$ cat src/design/sliding_window_median_defines.svh
// Assertion macros shared by the sliding-window median design.
// Each macro expects signals named clock and reset in the module that uses it.
`ifndef SLIDING_WINDOW_MEDIAN_DEFINES_SVH
`define SLIDING_WINDOW_MEDIAN_DEFINES_SVH

// Same-cycle implication, disabled while reset is high.
`define SWM_ASSERT_IMPL(name, ante, cons) \
   name: assert property (@(posedge clock) disable iff (reset) (ante) |-> (cons)) \
      else $error("sliding window median: same-cycle check failed");

// Next-cycle implication, disabled while reset is high.
`define SWM_ASSERT_NEXT(name, ante, cons) \
   name: assert property (@(posedge clock) disable iff (reset) (ante) |=> (cons)) \
      else $error("sliding window median: next-cycle check failed");

`endif

$ cat src/design/swm_pkg.sv
// Shared types and constants of the sliding-window median filter.
// No dependencies; used by the controller, the datapath and the top level.
package swm_pkg;

   localparam int VALUE_BITS = 8;
   localparam int NUM_BINS   = 1 << VALUE_BITS;
   localparam int MAX_WINDOW = 256;
   localparam int SLOT_BITS  = $clog2(MAX_WINDOW);
   localparam int LEN_BITS   = 9;
   localparam int COUNT_BITS = 9;
   localparam int CUM_BITS   = COUNT_BITS + VALUE_BITS;

   typedef logic [VALUE_BITS-1:0] value_type;
   typedef logic [SLOT_BITS-1:0]  slot_type;
   typedef logic [LEN_BITS-1:0]   len_type;
   typedef logic [COUNT_BITS-1:0] count_type;
   typedef logic [CUM_BITS-1:0]   cum_type;

   localparam count_type COUNT_MAX = '1;

   typedef enum logic [2:0] {
      ST_IDLE,
      ST_STORE,
      ST_INC,
      ST_DEC_RD,
      ST_DEC,
      ST_SCAN,
      ST_EMIT
   } state_type;

   typedef enum logic [1:0] {
      BIN_SEL_SAMPLE,
      BIN_SEL_OLD,
      BIN_SEL_SCAN
   } bin_sel_type;

   typedef struct packed {
      logic        accept;
      logic        store_access;
      bin_sel_type bin_sel;
      logic        bin_inc_wr;
      logic        bin_dec_wr;
      logic        scan_clear;
      logic        scan_step;
      logic        load_out;
   } dp_cmd_type;

   typedef struct packed {
      logic full;
      logic emit;
      logic scan_done;
      logic out_free;
   } dp_sts_type;

endpackage

$ cat src/design/swm_ctrl.sv
// Controller state machine of the sliding-window median filter.
// Depends on swm_pkg and the assertion macros in sliding_window_median_defines.svh.
`include "sliding_window_median_defines.svh"

module swm_ctrl import swm_pkg::*; (
   input  logic       clock,
   input  logic       reset,
   input  logic       req_tvalid,
   output logic       req_tready,
   input  dp_sts_type sts,
   output dp_cmd_type cmd
);

   state_type state_ff;
   state_type state_in;

   always_ff @(posedge clock) begin
      if (reset) begin
         state_ff <= ST_IDLE;
      end else begin
         state_ff <= state_in;
      end
   end

   always_comb begin
      state_in   = state_ff;
      cmd        = '0;
      req_tready = 1'b0;
      unique case (state_ff)
         ST_IDLE: begin
            req_tready = 1'b1;
            if (req_tvalid) begin
               cmd.accept = 1'b1;
               state_in   = ST_STORE;
            end
         end
         ST_STORE: begin
            cmd.store_access = 1'b1;
            cmd.bin_sel      = BIN_SEL_SAMPLE;
            state_in         = ST_INC;
         end
         ST_INC: begin
            cmd.bin_inc_wr = 1'b1;
            cmd.scan_clear = 1'b1;
            if (sts.full) begin
               state_in = ST_DEC_RD;
            end else if (sts.emit) begin
               state_in = ST_SCAN;
            end else begin
               state_in = ST_IDLE;
            end
         end
         ST_DEC_RD: begin
            cmd.bin_sel = BIN_SEL_OLD;
            state_in    = ST_DEC;
         end
         ST_DEC: begin
            cmd.bin_dec_wr = 1'b1;
            cmd.scan_clear = 1'b1;
            state_in       = ST_SCAN;
         end
         ST_SCAN: begin
            cmd.bin_sel   = BIN_SEL_SCAN;
            cmd.scan_step = 1'b1;
            if (sts.scan_done) begin
               state_in = ST_EMIT;
            end
         end
         ST_EMIT: begin
            if (sts.out_free) begin
               cmd.load_out = 1'b1;
               state_in     = ST_IDLE;
            end
         end
         default: begin
            state_in = ST_IDLE;
         end
      endcase
   end

   `SWM_ASSERT_NEXT(a_busy_after_accept, req_tvalid && req_tready, !req_tready)

endmodule

$ cat config.mk
export PLATFORM = sky130hd
export DESIGN_NAME = swm_ctrl
export DESIGN_NICKNAME = d
export VERILOG_FILES = /design/src/design/swm_pkg.sv /design/src/design/swm_ctrl.sv
export VERILOG_INCLUDE_DIRS = /design/src /design/src/design
export SDC_FILE = /design/constraint.sdc
export NUM_CORES = 1
export LEC_CHECK = 0
export BUFFER_PORTS_ARGS = -buffer_cell sky130_fd_sc_hd__buf_2
export CORE_AREA = 2 2 39 41
export CTS_CLUSTER_DIAMETER = 80
export DETAILED_ROUTE_END_ITERATION = 12
export DIE_AREA = 0 0 41 43
export PLACE_DENSITY_LB_ADDON = 0.2
export SYNTH_ARGS = -nofsm -noshare
export SYNTH_HDL_FRONTEND = slang
export SYNTH_SLANG_ARGS = --single-unit
$ cat constraint.sdc
create_clock -name clock -period 1.1 [get_ports clock]
set_input_delay 0.22 -clock clock [delete_from_list [all_inputs] [get_ports clock]]
set_output_delay 0.22 -clock clock [all_outputs]
set_load 0.05 [all_outputs]
==> results.md <==
* Status: finished with violations
* Violated checks: setup timing
* CTS tree: yes
* Die area at 0.00176 mm²
* Yosys cell types at 28
* HPWL Detailed at 633 µm
* Internal at 0.788 mW
* Core Region at 0.00138 mm²
* Area growth, synth to finish at 159%
* Filler cells at 116
* P per Cell Area at 1670 mW/mm²
* Cts hold-fix bufs at 0
* P_sw at 0.590 mW
* Net count, final at 82
* Final Setup Violations at 13
* Max incr delay on CP at 380 ps
* DRT met1 WL at 504 µm
* Clock Skews at 3.65 ps
* CTS sink cnt at 3
* Synth Area in Compound Gates at 17.3%
* Async set-reset flop share out of synthesis at 0%
* I/O pin total at 17
* Fmax at 720 MHz
* WP buf/inv at 2
* Diodes inserted at 0
* Antenna-violating nets left at 0
* Overall power at 1.38 mW
* Switching part of the total power at 42.8%
* FF+latch area at 68.8 µm²
* Vias in the first global route at 365
* CTS Buf Count at 3
* Synth Register Bits at 3
* Slew of the pin with the lowest slew margin at 263 ps
* RSZ-0062 raised after global routing: true
* H-tree level count at 1
* Synthesized area at 318 µm²
* Antenna violations before repair at 0
* GP Congestion at 0.647
* DR WL met3 at 35 µm
* Post-synth top flop: dfxtp_1
* Biggest regs: state_ff x3
* Arrival time worst endpoint at 1170 ps
* Max-slew violations at 0
* Ys Warns at 0
* Kind of critical path: flip-flop to primary output
* First-pass iteration count of the detailed router at 4
* Top reg by flops: state_ff
* Util after Layout at 59.5%
* Via-per-instance ratio at 4.57
* Synth Area in XOR/XNOR at 2.76%
* DRC viols at 0
* Placed cells at 77
* Crit share post-route at 126%
* Mapped Cells at 39
* Vias at 411
* Chip height at 43 µm
* Row cnt at 14
* Final Critical Period at 1390 ps
* Root buffer cell: clkbuf_4
* GRT Util Overall at 12.3%
* Clk pwr share at 13.9%
* Register area share after synthesis at 18.9%
* Worst ir drop on vdd at 0.855 mV
* Initial core utilization at 23.0%
* CP Launch Type: flip-flop
* Reg clk slew, reported paths at 40 ps
* Hold Crit Class: primary input to flip-flop
* Slew HR at 82.3%
* Metal2 WL at 455 µm
* Delay-heaviest family, CP: flip-flops
* Leak at 0.336 nW
* Combinational share of power at 72.6%
* Final setup margin at -289 ps
* Worst EP required at 880 ps
* Tightest hold margin at 199 ps
* Wire per inst at 11.1 µm
* IO buf count at 16
* Largest register FFs at 3
* Final Hold Viols at 0
* Largest net degree at the start of global routing at 11
* Share of synthesized cell area in full adder, half adder and majority cells at 0%
* Maxcap violations at 0
* Layout Cells excl Fill at 90
* Max Used Layer: met3
* Syn Area/Cell at 8.15 µm²
* Share of cells above drive strength 1 at 81.1%
* CP Capture Type: primary output
* Largest family of logic cells by synthesized area: simple AND/OR/NAND/NOR gates
* Setup TNS at -2880 ps
* First-pass GRT wire length at 1.48 mm
* Clock Latency Late Sink at 230 ps
* Crit-path cells: clkinvlp_4 -> nor3b_4 -> buf_6
* Mapped Nets at 46
* Max stage delay cell, worst path: dfxtp_4
* First-iteration detailed-routing DRC count at 7
* WL final at 995 µm
* Mux contribution to synthesized area at 0%
* Multi-input logic area at 353 µm²
* Simple-gate share of the synthesized area at 50.8%
* Register share of total power at 13.5%
* Post-synth EDFFs at 0
* Total gr overflow at 0
* Crit-path max FO at 5
* Die Width at 41 µm
* Clock tree buffer depth at 2
-- power groups by stage --
stage	Sequential, mW	Clock [mW]	Combinational, mW
after floorplan	0.164	0	0.620
after global placement	0.203	0	0.704
after detailed placement	0.203	0	0.703
after CTS	0.184	0.196	0.885
after global routing	0.191	0.209	1.05
final	0.186	0.192	1.00
-- repair_timing --
action,CTS,global route
setup buffers,5,4
pin swaps,3,5
setup endpoints to repair,12,13
hold endpoints to repair,0,0
resized for setup,29,8
-- cells by family after synthesis --
logic type      after synthesis
flops                         3
simple gates                 21
xor+xnor                      1
buf+inv                       6
compound gates                8
-- synth_stat cells (2+ instances only) --
master | instances | area [µm²]
dfxtp_1 | 3 | 60.1
buf_2 | 2 | 10.0
a21oi_1 | 3 | 15.0
inv_1 | 2 | 7.51
nor2_1 | 3 | 11.3
nor3b_1 | 3 | 22.5
nor3_1 | 2 | 10.0
-- worst register-to-register path: stages (launching register included) --
cell,delay (ps)
dfxtp_4,380
buf_12,120
buf_4,130
and4bb_4,260
nor3_4,50
a32o_1,220
-- layer usage --
layer / GRT usage (%) / vias to the layer above
li1: - / 210
met1: 17.1 / 190
met2: 16.9 / 11
met3: 4.71 / 0
met4: 4.00 / 0
met5: 0 / -
-- final cells by class --
type	instances	area share [%]
sequential	3	8.36
multi-input combinational	30	42.9
clock buffer	4	3.19
timing repair buffer	35	41.8
inverter	2	1.37
tap	16	2.43
-- layout by cell type, fill, tap and decap left out, drive strengths merged --
| cell type | instances |
|---|---|
| buf | 35 |
| nor3b | 4 |
| clkbuf | 4 |
| nor3 | 3 |
| nor2 | 3 |
| a21oi | 3 |
| dfxtp | 3 |
| and4bb | 2 |
| o21ai | 2 |
| clkinvlp | 1 |
| and3 | 1 |
| xnor2 | 1 |
| and2 | 1 |
| and4b | 1 |
| nor4 | 1 |
| inv | 1 |
| a32o | 1 |
| and2b | 1 |
| nand3b | 1 |
| or3 | 1 |
| a211oi | 1 |
| nor2b | 1 |
| o211ai | 1 |
| nand2 | 1 |
-- final timing paths --
kind	start	endpoint	slack, ps	cells past startpoint
max reg2reg	state_ff[2]	state_ff[0]	-170	5
min reg2reg	state_ff[0]	state_ff[2]	710	4
min	reset	state_ff[1]	200	2
max	state_ff[2]	cmd[1]	-290	3
-- through the flow --
step | instance area [µm²] | setup WS [ps]
2_1_floorplan | 460 | -375
3_3_place_gp | 589 | -161
3_5_place_dp | 589 | -176
4_1_cts | 746 | -306
5_1_grt | 823 | -337
6_report | 823 | -289
(Power assumes the default switching activity.)
